`src/rtl/feod_pkg.sv`:
```
// Shared constants and types of the frame energy onset detector.
// No dependencies; every other file of the block imports this package.
`timescale 1ns / 1ps

package feod_pkg;

  // Default values of the top level parameters
  localparam int unsigned MaxFrameDef   = 4096;
  localparam int unsigned SampleBitsDef = 16;

  // Fixed field widths
  localparam int unsigned FlW     = 13;  // frame_length register
  localparam int unsigned FloorW  = 16;  // energy_floor register
  localparam int unsigned RatioW  = 10;  // rise_ratio register, Q2.8
  localparam int unsigned RmsW    = 16;  // frame RMS, Q0.16
  localparam int unsigned IdxW    = 32;  // sample index and frame start
  localparam int unsigned LevelW  = 24;  // smoothed level, Q0.24

  // Shortest frame the block will ever use
  localparam int unsigned MinFrame = 256;

  // Smoothing weights in Q0.16, 0.92 and 0.08, summing to 65536
  localparam int unsigned KeepWeight = 60293;
  localparam int unsigned NewWeight  = 5243;
  localparam int unsigned KeepW      = 16;
  localparam int unsigned NewW       = 13;

  // Reset values of the configuration registers
  localparam logic [FlW-1:0]    FrameLengthRst = 13'd2400;
  localparam logic [FloorW-1:0] EnergyFloorRst = 16'd655;
  localparam logic [RatioW-1:0] RiseRatioRst   = 10'd302;

  // Configuration port
  localparam int unsigned AddrW = 4;
  localparam int unsigned DataW = 32;
  localparam int unsigned RegIdxW = 2;
  localparam logic [RegIdxW-1:0] RegFrameLength = 2'd0;
  localparam logic [RegIdxW-1:0] RegEnergyFloor = 2'd1;
  localparam logic [RegIdxW-1:0] RegRiseRatio   = 2'd2;

  // Depth of the frame job queue between front and back
  localparam int unsigned QDepth = 2;

  typedef struct packed {
    logic full;
    logic empty;
  } feod_q_status_t;

endpackage

```
`src/rtl/feod_queue.sv`:
```
// Short job queue between the accumulating front and the arithmetic back.
// Depends on feod_pkg for the status struct.
`timescale 1ns / 1ps

module feod_queue #(
  parameter int unsigned WIDTH = 8,
  parameter int unsigned DEPTH = feod_pkg::QDepth
) (
  input  logic                   clk_i,
  input  logic                   rst_ni,
  input  logic                   push_i,
  input  logic [WIDTH-1:0]       data_i,
  input  logic                   pop_i,
  output logic [WIDTH-1:0]       data_o,
  output feod_pkg::feod_q_status_t status_o
);
  import feod_pkg::*;

  localparam int unsigned PtrW = (DEPTH > 1) ? $clog2(DEPTH) : 1;
  localparam int unsigned CntW = $clog2(DEPTH + 1);

  logic [WIDTH-1:0] mem_q [DEPTH];
  logic [PtrW-1:0]  wptr_q, rptr_q;
  logic [CntW-1:0]  cnt_q;

  assign status_o.full  = (cnt_q == CntW'(DEPTH));
  assign status_o.empty = (cnt_q == '0);
  assign data_o         = mem_q[rptr_q];

  always_ff @(posedge clk_i) begin
    if (push_i) begin
      mem_q[wptr_q] <= data_i;
    end
  end

  always_ff @(posedge clk_i or negedge rst_ni) begin
    if (!rst_ni) begin
      wptr_q <= '0;
      rptr_q <= '0;
      cnt_q  <= '0;
    end else begin
      if (push_i) begin
        wptr_q <= (wptr_q == PtrW'(DEPTH - 1)) ? '0 : wptr_q + 1'b1;
      end
      if (pop_i) begin
        rptr_q <= (rptr_q == PtrW'(DEPTH - 1)) ? '0 : rptr_q + 1'b1;
      end
      if (push_i && !pop_i) begin
        cnt_q <= cnt_q + 1'b1;
      end else if (pop_i && !push_i) begin
        cnt_q <= cnt_q - 1'b1;
      end
    end
  end

endmodule

```
`src/rtl/feod_front.sv`:
```
// Front end: takes samples, squares and accumulates them, cuts frames.
// Depends on feod_pkg; hands finished frames to feod_queue as jobs.
`timescale 1ns / 1ps

module feod_front #(
  parameter int unsigned MAX_FRAME   = feod_pkg::MaxFrameDef,
  parameter int unsigned SAMPLE_BITS = feod_pkg::SampleBitsDef,
  localparam int unsigned LenW = $clog2(MAX_FRAME + 1),
  localparam int unsigned SumW = 2 * SAMPLE_BITS - 1 + $clog2(MAX_FRAME),
  localparam int unsigned JobW = 1 + feod_pkg::IdxW + LenW + SumW
) (
  input  logic                          clk_i,
  input  logic                          rst_ni,
  input  logic                          valid_i,
  output logic                          ready_o,
  input  logic signed [SAMPLE_BITS-1:0] sample_i,
  input  logic                          start_i,
  input  logic [feod_pkg::FlW-1:0]      frame_length_i,
  input  feod_pkg::feod_q_status_t      q_status_i,
  output logic                          push_o,
  output logic [JobW-1:0]               job_o
);
  import feod_pkg::*;

  localparam int unsigned SqW = 2 * SAMPLE_BITS;

  // Stage one: squared magnitude
  logic                   v1_q;
  logic [SqW-1:0]         sq_q;
  logic                   start_q;
  logic [SAMPLE_BITS-1:0] mag;

  // Stage two: frame accumulation
  logic [LenW-1:0] pos_q, base_pos, pos_new, len;
  logic [SumW-1:0] sum_q, base_sum, sum_new;
  logic [IdxW-1:0] idx_q, base_idx, idx_new;
  logic [IdxW-1:0] fs_q, base_fs;
  logic            clr_pend_q, clr_now;
  logic            ends, proceed;

  // Most negative sample folds onto 2^(SAMPLE_BITS-1), which is correct
  assign mag = sample_i[SAMPLE_BITS-1] ? (~sample_i + 1'b1) : sample_i;

  // Clamp the frame length into the supported range
  always_comb begin
    if (frame_length_i < FlW'(MinFrame)) begin
      len = LenW'(MinFrame);
    end else if (32'(frame_length_i) > 32'(MAX_FRAME)) begin
      len = LenW'(MAX_FRAME);
    end else begin
      len = LenW'(frame_length_i);
    end
  end

  assign base_pos = start_q ? '0 : pos_q;
  assign base_sum = start_q ? '0 : sum_q;
  assign base_idx = start_q ? '0 : idx_q;
  assign base_fs  = start_q ? '0 : fs_q;
  assign clr_now  = clr_pend_q | start_q;

  assign pos_new = base_pos + 1'b1;
  assign sum_new = base_sum + SumW'(sq_q);
  assign idx_new = base_idx + 1'b1;
  assign ends    = (pos_new >= len);

  // Hold a frame-ending sample while the queue is full
  assign proceed = v1_q && (!ends || !q_status_i.full);
  assign ready_o = !v1_q || proceed;
  assign push_o  = proceed && ends;
  assign job_o   = {clr_now, base_fs, len, sum_new};

  always_ff @(posedge clk_i) begin
    if (valid_i && ready_o) begin
      sq_q    <= SqW'(mag) * SqW'(mag);
      start_q <= start_i;
    end
  end

  always_ff @(posedge clk_i or negedge rst_ni) begin
    if (!rst_ni) begin
      v1_q       <= 1'b0;
      pos_q      <= '0;
      sum_q      <= '0;
      idx_q      <= '0;
      fs_q       <= '0;
      clr_pend_q <= 1'b0;
    end else begin
      if (ready_o) begin
        v1_q <= valid_i;
      end
      if (proceed) begin
        idx_q <= idx_new;
        if (ends) begin
          pos_q      <= '0;
          sum_q      <= '0;
          fs_q       <= idx_new;
          clr_pend_q <= 1'b0;
        end else begin
          pos_q      <= pos_new;
          sum_q      <= sum_new;
          fs_q       <= base_fs;
          clr_pend_q <= clr_now;
        end
      end
    end
  end

endmodule

```
`src/rtl/feod_back.sv`:
```
// Back end: per frame divide, square root, onset decision and level update.
// Depends on feod_pkg; takes jobs from feod_queue, drives the result register.
`timescale 1ns / 1ps

module feod_back #(
  parameter int unsigned MAX_FRAME   = feod_pkg::MaxFrameDef,
  parameter int unsigned SAMPLE_BITS = feod_pkg::SampleBitsDef,
  localparam int unsigned LenW = $clog2(MAX_FRAME + 1),
  localparam int unsigned SumW = 2 * SAMPLE_BITS - 1 + $clog2(MAX_FRAME),
  localparam int unsigned JobW = 1 + feod_pkg::IdxW + LenW + SumW
) (
  input  logic                        clk_i,
  input  logic                        rst_ni,
  input  logic [JobW-1:0]             job_i,
  input  feod_pkg::feod_q_status_t    q_status_i,
  output logic                        pop_o,
  input  logic [feod_pkg::FloorW-1:0] energy_floor_i,
  input  logic [feod_pkg::RatioW-1:0] rise_ratio_i,
  output logic                        out_valid_o,
  input  logic                        out_ready_i,
  output logic                        onset_o,
  output logic [feod_pkg::RmsW-1:0]   frame_rms_o,
  output logic [feod_pkg::IdxW-1:0]   frame_start_o
);
  import feod_pkg::*;

  // Scale the sum to Q0.32 of the mean square: left or right shift
  localparam int unsigned ShL     = (34 > 2 * SAMPLE_BITS) ? 34 - 2 * SAMPLE_BITS : 0;
  localparam int unsigned ShR     = (2 * SAMPLE_BITS > 34) ? 2 * SAMPLE_BITS - 34 : 0;
  localparam int unsigned ScaledW = SumW + ShL;
  localparam int unsigned QW      = ScaledW - 8;  // length is at least 256
  localparam int unsigned RootW   = (QW + 1) / 2;
  localparam int unsigned QPadW   = 2 * RootW;
  localparam int unsigned SremW   = RootW + 2;
  localparam int unsigned CntW    = $clog2(ScaledW + 1);
  localparam int unsigned ProdAW  = LevelW + RatioW;
  localparam int unsigned ProdBW  = LevelW + KeepW;
  localparam int unsigned ProdCW  = RmsW + 8 + NewW;
  localparam int unsigned AccW    = ProdBW + 1;

  localparam logic [2:0] StIdle = 3'd0;
  localparam logic [2:0] StDiv  = 3'd1;
  localparam logic [2:0] StSqrt = 3'd2;
  localparam logic [2:0] StMulA = 3'd3;
  localparam logic [2:0] StMulB = 3'd4;
  localparam logic [2:0] StMulC = 3'd5;
  localparam logic [2:0] StDone = 3'd6;

  logic [2:0]         state_q, state_d;
  logic [CntW-1:0]    cnt_q;
  logic [ScaledW-1:0] dq_q;
  logic [LenW:0]      rem_q;
  logic [LenW-1:0]    len_q;
  logic [IdxW-1:0]    start_q;
  logic [QPadW-1:0]   sq_q;
  logic [SremW-1:0]   srem_q;
  logic [RootW-1:0]   root_q;
  logic [RmsW-1:0]    rms_q;
  logic [ProdAW-1:0]  prod_a_q;
  logic [ProdBW-1:0]  prod_b_q;
  logic [ProdCW-1:0]  prod_c_q;
  logic [LevelW-1:0]  level_q;
  logic               out_valid_q, onset_q;
  logic [RmsW-1:0]    rms_out_q;
  logic [IdxW-1:0]    fs_out_q;

  logic               job_clr;
  logic [IdxW-1:0]    job_start;
  logic [LenW-1:0]    job_len;
  logic [SumW-1:0]    job_sum;
  logic [ScaledW-1:0] scaled;
  logic [LenW:0]      rem_sh, rem_sub;
  logic               div_ge;
  logic [SremW+1:0]   trial, test;
  logic               sqrt_ge;
  logic [RmsW-1:0]    root_sat;
  logic               slot_free, onset_d;
  logic [AccW-1:0]    level_acc;

  assign {job_clr, job_start, job_len, job_sum} = job_i;
  assign scaled = (ScaledW'(job_sum) << ShL) >> ShR;

  // One quotient bit per cycle, restoring
  assign rem_sh  = {rem_q[LenW-1:0], dq_q[ScaledW-1]};
  assign div_ge  = (rem_sh >= {1'b0, len_q});
  assign rem_sub = rem_sh - {1'b0, len_q};

  // One root bit per cycle, digit by digit
  assign trial   = {srem_q, sq_q[QPadW-1 -: 2]};
  assign test    = (SremW + 2)'({root_q, 2'b01});
  assign sqrt_ge = (trial >= test);

  assign root_sat  = (root_q > RootW'({RmsW{1'b1}})) ? {RmsW{1'b1}} : root_q[RmsW-1:0];
  assign slot_free = !out_valid_q || out_ready_i;
  assign onset_d   = ({2'b00, rms_q, 16'h0000} > prod_a_q) && (rms_q > energy_floor_i);
  assign level_acc = AccW'(prod_b_q) + AccW'(prod_c_q) + AccW'(32768);

  assign pop_o         = (state_q == StIdle) && !q_status_i.empty;
  assign out_valid_o   = out_valid_q;
  assign onset_o       = onset_q;
  assign frame_rms_o   = rms_out_q;
  assign frame_start_o = fs_out_q;

  always_comb begin
    state_d = state_q;
    unique case (state_q)
      StIdle:  if (!q_status_i.empty) state_d = StDiv;
      StDiv:   if (cnt_q == CntW'(1)) state_d = StSqrt;
      StSqrt:  if (cnt_q == CntW'(1)) state_d = StMulA;
      StMulA:  state_d = StMulB;
      StMulB:  state_d = StMulC;
      StMulC:  state_d = StDone;
      StDone:  if (slot_free) state_d = StIdle;
      default: state_d = StIdle;
    endcase
  end

  // Datapath registers
  always_ff @(posedge clk_i) begin
    case (state_q)
      StIdle: begin
        dq_q    <= scaled;
        rem_q   <= '0;
        len_q   <= job_len;
        start_q <= job_start;
      end
      StDiv: begin
        dq_q  <= {dq_q[ScaledW-2:0], div_ge};
        rem_q <= div_ge ? rem_sub : rem_sh;
        if (cnt_q == CntW'(1)) begin
          sq_q   <= QPadW'({dq_q[QW-2:0], div_ge});
          srem_q <= '0;
          root_q <= '0;
        end
      end
      StSqrt: begin
        sq_q   <= {sq_q[QPadW-3:0], 2'b00};
        srem_q <= sqrt_ge ? SremW'(trial - test) : SremW'(trial);
        root_q <= {root_q[RootW-2:0], sqrt_ge};
      end
      StMulA: begin
        rms_q    <= root_sat;
        prod_a_q <= ProdAW'(level_q) * ProdAW'(rise_ratio_i);
      end
      StMulB: prod_b_q <= ProdBW'(level_q) * ProdBW'(KeepWeight);
      StMulC: prod_c_q <= ProdCW'({rms_q, 8'h00}) * ProdCW'(NewWeight);
      default: ;
    endcase
  end

  always_ff @(posedge clk_i or negedge rst_ni) begin
    if (!rst_ni) begin
      state_q     <= StIdle;
      cnt_q       <= '0;
      level_q     <= '0;
      out_valid_q <= 1'b0;
      onset_q     <= 1'b0;
      rms_out_q   <= '0;
      fs_out_q    <= '0;
    end else begin
      state_q <= state_d;
      if (out_valid_q && out_ready_i) begin
        out_valid_q <= 1'b0;
      end
      case (state_q)
        StIdle: begin
          cnt_q <= CntW'(ScaledW);
          if (!q_status_i.empty && job_clr) begin
            level_q <= '0;
          end
        end
        StDiv:  cnt_q <= (cnt_q == CntW'(1)) ? CntW'(RootW) : cnt_q - 1'b1;
        StSqrt: cnt_q <= cnt_q - 1'b1;
        StDone: begin
          if (slot_free) begin
            out_valid_q <= 1'b1;
            onset_q     <= onset_d;
            rms_out_q   <= rms_q;
            fs_out_q    <= start_q;
            level_q     <= level_acc[16 +: LevelW];
          end
        end
        default: ;
      endcase
    end
  end

endmodule

```
`src/rtl/frame_energy_onset_detector.sv`:
```
// Top level of the frame energy onset detector: configuration registers,
// stream ports and assertions. Depends on feod_pkg, feod_front, feod_queue, feod_back.
`timescale 1ns / 1ps

// Use: stream one signed audio sample per transaction on the s_axis channel,
// sample in tdata, stream start flag in tuser. A set start flag clears the
// frame, the smoothed level and the sample index before that sample counts.
// Every frame_length samples (clamped to 256 .. MAX_FRAME) one transaction
// leaves on m_axis: RMS and frame start index in tdata, onset flag in tuser.
// Throughput: one sample per cycle, sustained while the job queue has room. The front
// squares in one stage and accumulates in the next; the per-frame arithmetic runs in
// the back: one quotient bit per cycle, one root bit per cycle, three multiply steps
// and a write step. A two-entry job queue lets the front keep taking samples while
// the back works or while m_axis is stalled; only a frame end meeting a full queue
// drops s_axis_tready. Reset clears all counters, the level and the queue and loads
// the configuration defaults. Write configuration over APB only while the block
// is idle.

module frame_energy_onset_detector #(
  parameter int unsigned MAX_FRAME   = feod_pkg::MaxFrameDef,
  parameter int unsigned SAMPLE_BITS = feod_pkg::SampleBitsDef,
  localparam int unsigned InDataW    = ((SAMPLE_BITS + 7) / 8) * 8
) (
  input  logic                         clk_i,
  input  logic                         rst_ni,
  // Configuration
  input  logic                         psel,
  input  logic                         penable,
  input  logic                         pwrite,
  input  logic [feod_pkg::AddrW-1:0]   paddr,
  input  logic [feod_pkg::DataW-1:0]   pwdata,
  output logic [feod_pkg::DataW-1:0]   prdata,
  output logic                         pready,
  // Sample input
  input  logic                         s_axis_tvalid,
  output logic                         s_axis_tready,
  input  logic [InDataW-1:0]           s_axis_tdata,  // sample
  input  logic                         s_axis_tuser,  // stream_start
  // Frame results
  output logic                         m_axis_tvalid,
  input  logic                         m_axis_tready,
  output logic [47:0]                  m_axis_tdata,  // frame_rms, frame_start
  output logic                         m_axis_tuser   // onset
);
  import feod_pkg::*;

  localparam int unsigned LenW = $clog2(MAX_FRAME + 1);
  localparam int unsigned SumW = 2 * SAMPLE_BITS - 1 + $clog2(MAX_FRAME);
  localparam int unsigned JobW = 1 + IdxW + LenW + SumW;

  logic [FlW-1:0]    frame_length_q;
  logic [FloorW-1:0] energy_floor_q;
  logic [RatioW-1:0] rise_ratio_q;
  logic              cfg_wr;
  logic [RegIdxW-1:0] reg_idx;

  logic           push, pop;
  logic [JobW-1:0] job_in, job_out;
  feod_q_status_t q_status;

  logic [RmsW-1:0] frame_rms;
  logic [IdxW-1:0] frame_start;

  // Configuration port: zero wait states, registers at 4*i
  assign pready  = 1'b1;
  assign cfg_wr  = psel && penable && pwrite && pready;
  assign reg_idx = paddr[AddrW-1:2];

  always_ff @(posedge clk_i or negedge rst_ni) begin
    if (!rst_ni) begin
      frame_length_q <= FrameLengthRst;
      energy_floor_q <= EnergyFloorRst;
      rise_ratio_q   <= RiseRatioRst;
    end else if (cfg_wr) begin
      unique case (reg_idx)
        RegFrameLength: frame_length_q <= pwdata[FlW-1:0];
        RegEnergyFloor: energy_floor_q <= pwdata[FloorW-1:0];
        RegRiseRatio:   rise_ratio_q   <= pwdata[RatioW-1:0];
        default: ;  // writes beyond the register list are dropped
      endcase
    end
  end

  always_comb begin
    unique case (reg_idx)
      RegFrameLength: prdata = DataW'(frame_length_q);
      RegEnergyFloor: prdata = DataW'(energy_floor_q);
      RegRiseRatio:   prdata = DataW'(rise_ratio_q);
      default:        prdata = '0;
    endcase
  end

  // Accumulate samples and cut frames
  feod_front #(
    .MAX_FRAME   (MAX_FRAME),
    .SAMPLE_BITS (SAMPLE_BITS)
  ) u_front (
    .clk_i          (clk_i),
    .rst_ni         (rst_ni),
    .valid_i        (s_axis_tvalid),
    .ready_o        (s_axis_tready),
    .sample_i       (s_axis_tdata[SAMPLE_BITS-1:0]),
    .start_i        (s_axis_tuser),
    .frame_length_i (frame_length_q),
    .q_status_i     (q_status),
    .push_o         (push),
    .job_o          (job_in)
  );

  // Decouple frame cutting from the per-frame arithmetic
  feod_queue #(
    .WIDTH (JobW),
    .DEPTH (QDepth)
  ) u_queue (
    .clk_i    (clk_i),
    .rst_ni   (rst_ni),
    .push_i   (push),
    .data_i   (job_in),
    .pop_i    (pop),
    .data_o   (job_out),
    .status_o (q_status)
  );

  // Root, onset decision and level tracking
  feod_back #(
    .MAX_FRAME   (MAX_FRAME),
    .SAMPLE_BITS (SAMPLE_BITS)
  ) u_back (
    .clk_i          (clk_i),
    .rst_ni         (rst_ni),
    .job_i          (job_out),
    .q_status_i     (q_status),
    .pop_o          (pop),
    .energy_floor_i (energy_floor_q),
    .rise_ratio_i   (rise_ratio_q),
    .out_valid_o    (m_axis_tvalid),
    .out_ready_i    (m_axis_tready),
    .onset_o        (m_axis_tuser),
    .frame_rms_o    (frame_rms),
    .frame_start_o  (frame_start)
  );

  assign m_axis_tdata = {frame_start, frame_rms};

`ifndef NO_ASSERTIONS
  // Never push a job into a full queue
  a_no_overflow: assert property (@(posedge clk_i) disable iff (!rst_ni)
    push |-> !q_status.full)
    else $error("frame job pushed into full queue");

  // Never pop an empty queue
  a_no_underflow: assert property (@(posedge clk_i) disable iff (!rst_ni)
    pop |-> !q_status.empty)
    else $error("frame job popped from empty queue");

  // An onset must clear the absolute floor
  a_onset_floor: assert property (@(posedge clk_i) disable iff (!rst_ni)
    (m_axis_tvalid && m_axis_tuser) |-> (m_axis_tdata[15:0] > energy_floor_q))
    else $error("onset flagged at or below the energy floor");

  // Input stalls only while a frame end waits on a full queue
  a_stall_cause: assert property (@(posedge clk_i) disable iff (!rst_ni)
    !s_axis_tready |-> q_status.full)
    else $error("input stalled with room in the queue");
`endif

endmodule

```
`config.mk`:
```
export PLATFORM = sky130hd
export DESIGN_NAME = frame_energy_onset_detector
export DESIGN_NICKNAME = d
export VERILOG_FILES = /design/src/rtl/feod_pkg.sv /design/src/rtl/feod_queue.sv /design/src/rtl/feod_front.sv /design/src/rtl/feod_back.sv /design/src/rtl/frame_energy_onset_detector.sv
export SDC_FILE = /design/constraint.sdc
export NUM_CORES = 2
export LEC_CHECK = 0
export BUFFER_PORTS_ARGS = -buffer_cell sky130_fd_sc_hd__buf_2
export CORE_MARGIN = 3
export CORE_UTILIZATION = 30
export CTS_BUF_LIST = sky130_fd_sc_hd__clkbuf_16
export DETAILED_ROUTE_END_ITERATION = 16
export HOLD_SLACK_MARGIN = 0.08
export PLACE_DENSITY_LB_ADDON = 0.1
export SLEW_MARGIN = 20
export SYNTH_ARGS = -nofsm -noshare
export SYNTH_HDL_FRONTEND = slang
export SYNTH_SLANG_ARGS = --single-unit
```
`constraint.sdc`:
```
create_clock -name clk_i -period 19 [get_ports clk_i]
set_clock_uncertainty 0.1 [all_clocks]
set_input_delay 0 -clock clk_i [delete_from_list [all_inputs] [get_ports clk_i]]
set_output_delay 0 -clock clk_i [all_outputs]
set_load 0.01 [all_outputs]
```
==> results by group <==
Status
  • Status: finished, final reports clean

GRT
  • Largest net degree at the start of global routing: 91
  • GRT Util Overall: 15.7%
  • Initial antenna violation count: 9
  • Number of global-route vias before repair: 42.8k
  • Remaining global-route overflow: 0
  • First-pass GRT wire length: 251000 µm

Die
  • Die Wd: 451 µm
  • Die height: 451 µm
  • Initial Util: 30.3%
  • Core Region: 196000 µm²
  • Die Footprint: 203000 µm²
  • IO Count: 144
  • Row count: about 160

Synth
  • Top cells by area, synth: edfxtp_1, fa_1, ha_1
  • EDFF count, synth: 502
  • Ys flop type: edfxtp_1
  • Synth cell count leaders: nand2_1, inv_1, ha_1
  • Most instantiated library cell after synthesis: nand2_1
  • Synth cell types: 91
  • Syn Area/Cell: 10.5 µm²
  • Share of flip-flops with an asynchronous set or reset: roughly 33%
  • Post-synthesis sequential area ratio: about 36%
  • Flop and latch count out of synthesis: 750
  • Yosys warning total: 0
  • Gate Count Post-Synth: 5628
  • Yosys top cell area share: 25.4%
  • Dominant cell type by area after synthesis: edfxtp_1
  • Syn Std Cell Area: 59300 µm²

Cells and area
  • Layout area overhead: 13.0%
  • Filler cells: 19.9k
  • Ant diodes: 0
  • Layout cell share with drive strength beyond 1: 8.06%
  • Final core occ: 34.2%
  • # nets final: 7004

STA
  • Setup TNS: 0 ns
  • Slew HR: 32.9%
  • Period minus WS final: 9.02 ns
  • Slew @ Worst Pin: 1.01 ns
  • F_max: 111 MHz
  • Max Slew Vio Count: 0
  • Tcrit/Tclk final: 47.5%
  • Final hold violations: 0
  • Final setup violation count: 0
  • RSZ-0062 raised after global routing: no

Clocking
  • Post-CTS Setup Bufs: 0
  • CTS H-tree lvls: 3
  • CTS buffer count: a little over 90
  • Clock Latency Late Sink: 0.72 ns
  • CTS clk-pin slew, worst paths: 0.06 ns
  • Clock Tree Buf Depth: 3
  • CTS tree: yes
  • Clk root buf: clkbuf_16
  • Clock tree sinks: 750

Critical path
  • Max stage delay on crit path: approximately 0.56 ns
  • Crit path capture type: register
  • CP arrival: ~9.4 ns
  • Critical-path top delay cell: clkinv_1
  • Worst setup path category: in2reg
  • Most frequent cell on the critical path: inv_1
  • WP data required: between 15 and 20 ns
  • Crit-path max FO: 19
  • CP startpoint kind: input port

Drt
  • Routed vias/inst: ~4.7
  • # DRC: 0
  • Antenna Nets Post-Route: 0
  • Average wire per standard cell: about 18 µm
  • Number of iterations in the first detailed-routing pass: 5
  • Detailed Route WL: ~160000 µm
  • DR vias: 39.7k
  • Initial drt markers: between 1.5k and 2k

Worst hold path
  • Hold Path Class: in2reg

Placement
  • Detail Placement HPWL: around 120000 µm
  • Buffers on Ports: 108
  • Placer Congestion: around 0.79

Run
  • Max_cap viols: 0
[through the flow]
step / hold WS, ns / area, µm² / setup WS, ns / std cells
finish: 0.144 / 67000 / 9.98 / 8520
CTS: 0.143 / 67000 / 10.07 / 8519
global placement: 0.0189 / 63200 / 9.78 / 8275
detailed placement: 0.0123 / 63200 / 9.78 / 8276
global route: 0.139 / 67000 / 9.40 / 8520
floorplan: -0.396 / 59400 / 11.06 / 5655
[critical path, delay by kind of cell]
family / cells / cell delay (ns)
buf+inv: 12 / 2.66
compound gates: 9 / 2.28
fa+ha+maj: 8 / 3.83
xor+xnor: 2 / 0.29
simple gates: 2 / 0.27
[repair_timing]
action,in CTS,in global routing
hold buffers,71,0
resized for setup,0,0
endpoints found under the hold margin,202,0
[layout make-up]
class,instances,area (µm²),area share (%)
clock inverters,81,703,1.05
inverters,700,2630,3.92
clock buffers,91,2280,3.40
repair buffers,275,2030,3.03
flip-flops and latches,750,21300,31.8
well taps,2624,3280,4.90
multi-input cells,3999,34800,51.9
[per-layer routing]
layer	share of wire, %	GRT usage [%]
met5	0	0
met4	2.4	3.82
met2	50	27.7
met1	45	20.5
met3	2.2	1.64
[worst paths after layout]
| check | cells past startpoint | startpoint | slack, ns | end |
|---|---|---|---|---|
| max | 33 | s_axis_tdata[0] | 9.98 | u_front.sq_q[30] |
| min in group asynchronous | 3 | rst_ni | 0.46 | energy_floor_q[1] |
| min | 3 | pwdata[2] | 0.14 | rise_ratio_q[2] |
| max reg2reg | 19 | u_back.level_q[4] | 12.02 | u_back.prod_b_q[39] |
| min reg2reg | 2 | u_back.start_q[31] | 0.34 | u_back.frame_start_o[31] |
| max in group asynchronous | 5 | rst_ni | 16.55 | u_front.idx_q[23] |
[cells by family after synthesis]
group / count (synthesis) / synth area share [%]
flip-flops: 750 / 35.9
other: 2 / 0.0127
adder cells (fa/ha/maj): 1127 / 30.5
XOR/XNOR: 229 / 3.41
AND/OR/NAND/NOR: 1604 / 12.4
AO/OA/AOI/OAI: 854 / 9.06
multiplexers: 156 / 2.78
buffers and inverters: 906 / 5.88
[sequential cells by signal, summed over array words and instances (netlist names), 10 cells and up]
| name | flops |
|---|---|
| u_back.prod_c_q | 29 |
| u_back.rms_q | 16 |
| u_back.root_q | 19 |
| u_back.level_q | 24 |
| u_front.pos_q | 13 |
| u_back.srem_q | 21 |
| u_front.fs_q | 32 |
| u_front.sum_q | 43 |
| rise_ratio_q | 10 |
| u_front.sq_q | 31 |
| u_back.len_q | 13 |
| frame_length_q | 13 |
| u_back.rem_q | 13 |
| u_back.prod_b_q | 32 |
| energy_floor_q | 16 |
| u_back.dq_q | 45 |
| u_back.frame_start_o | 32 |
| u_back.sq_q | 38 |
| u_back.prod_a_q | 34 |
| u_front.idx_q | 32 |
| u_back.frame_rms_o | 16 |
| u_back.start_q | 32 |
| u_queue.mem_q | 178 |
[cell usage in the layout, fill, tap and decap left out, types with 22 or more instances in the layout]
| cell type | netlist | routed |
|---|---|---|
| nand2_1 | 779 | 775 |
| inv_1 | 693 | 721 |
| ha_1 | 594 | 594 |
| fa_1 | 533 | 533 |
| edfxtp_1 | 502 | 502 |
| o21ai_0 | 280 | 278 |
| nor2_1 | 282 | 275 |
| dfrtp_1 | 233 | 232 |
| a21oi_1 | 191 | 191 |
| xnor2_1 | 144 | 144 |
| and2_1 | 135 | 135 |
| buf_2 | 7 | 107 |
| nor2b_1 | 107 | 106 |
| a21o_1 | 96 | 96 |
| buf_4 | 18 | 94 |
| clkbuf_16 | 0 | 91 |
| mux2i_1 | 85 | 85 |
| xor2_1 | 83 | 83 |
| mux2_2 | 71 | 71 |
| dlygate4sd3_1 | 0 | 70 |
| nand3_1 | 53 | 51 |
| nor3_1 | 55 | 50 |
| nand4_1 | 41 | 41 |
| o21a_1 | 33 | 33 |
| and3_1 | 31 | 29 |
| a31oi_1 | 29 | 29 |
| conb_1 | 2 | 29 |
| nand2b_1 | 25 | 25 |
| o21bai_1 | 24 | 24 |
| clkinv_1 | 4 | 23 |
| a22o_1 | 22 | 22 |
Power is not shown: default switching activity piles up to over one toggle a cycle in this logic, so the estimate is an artifact.
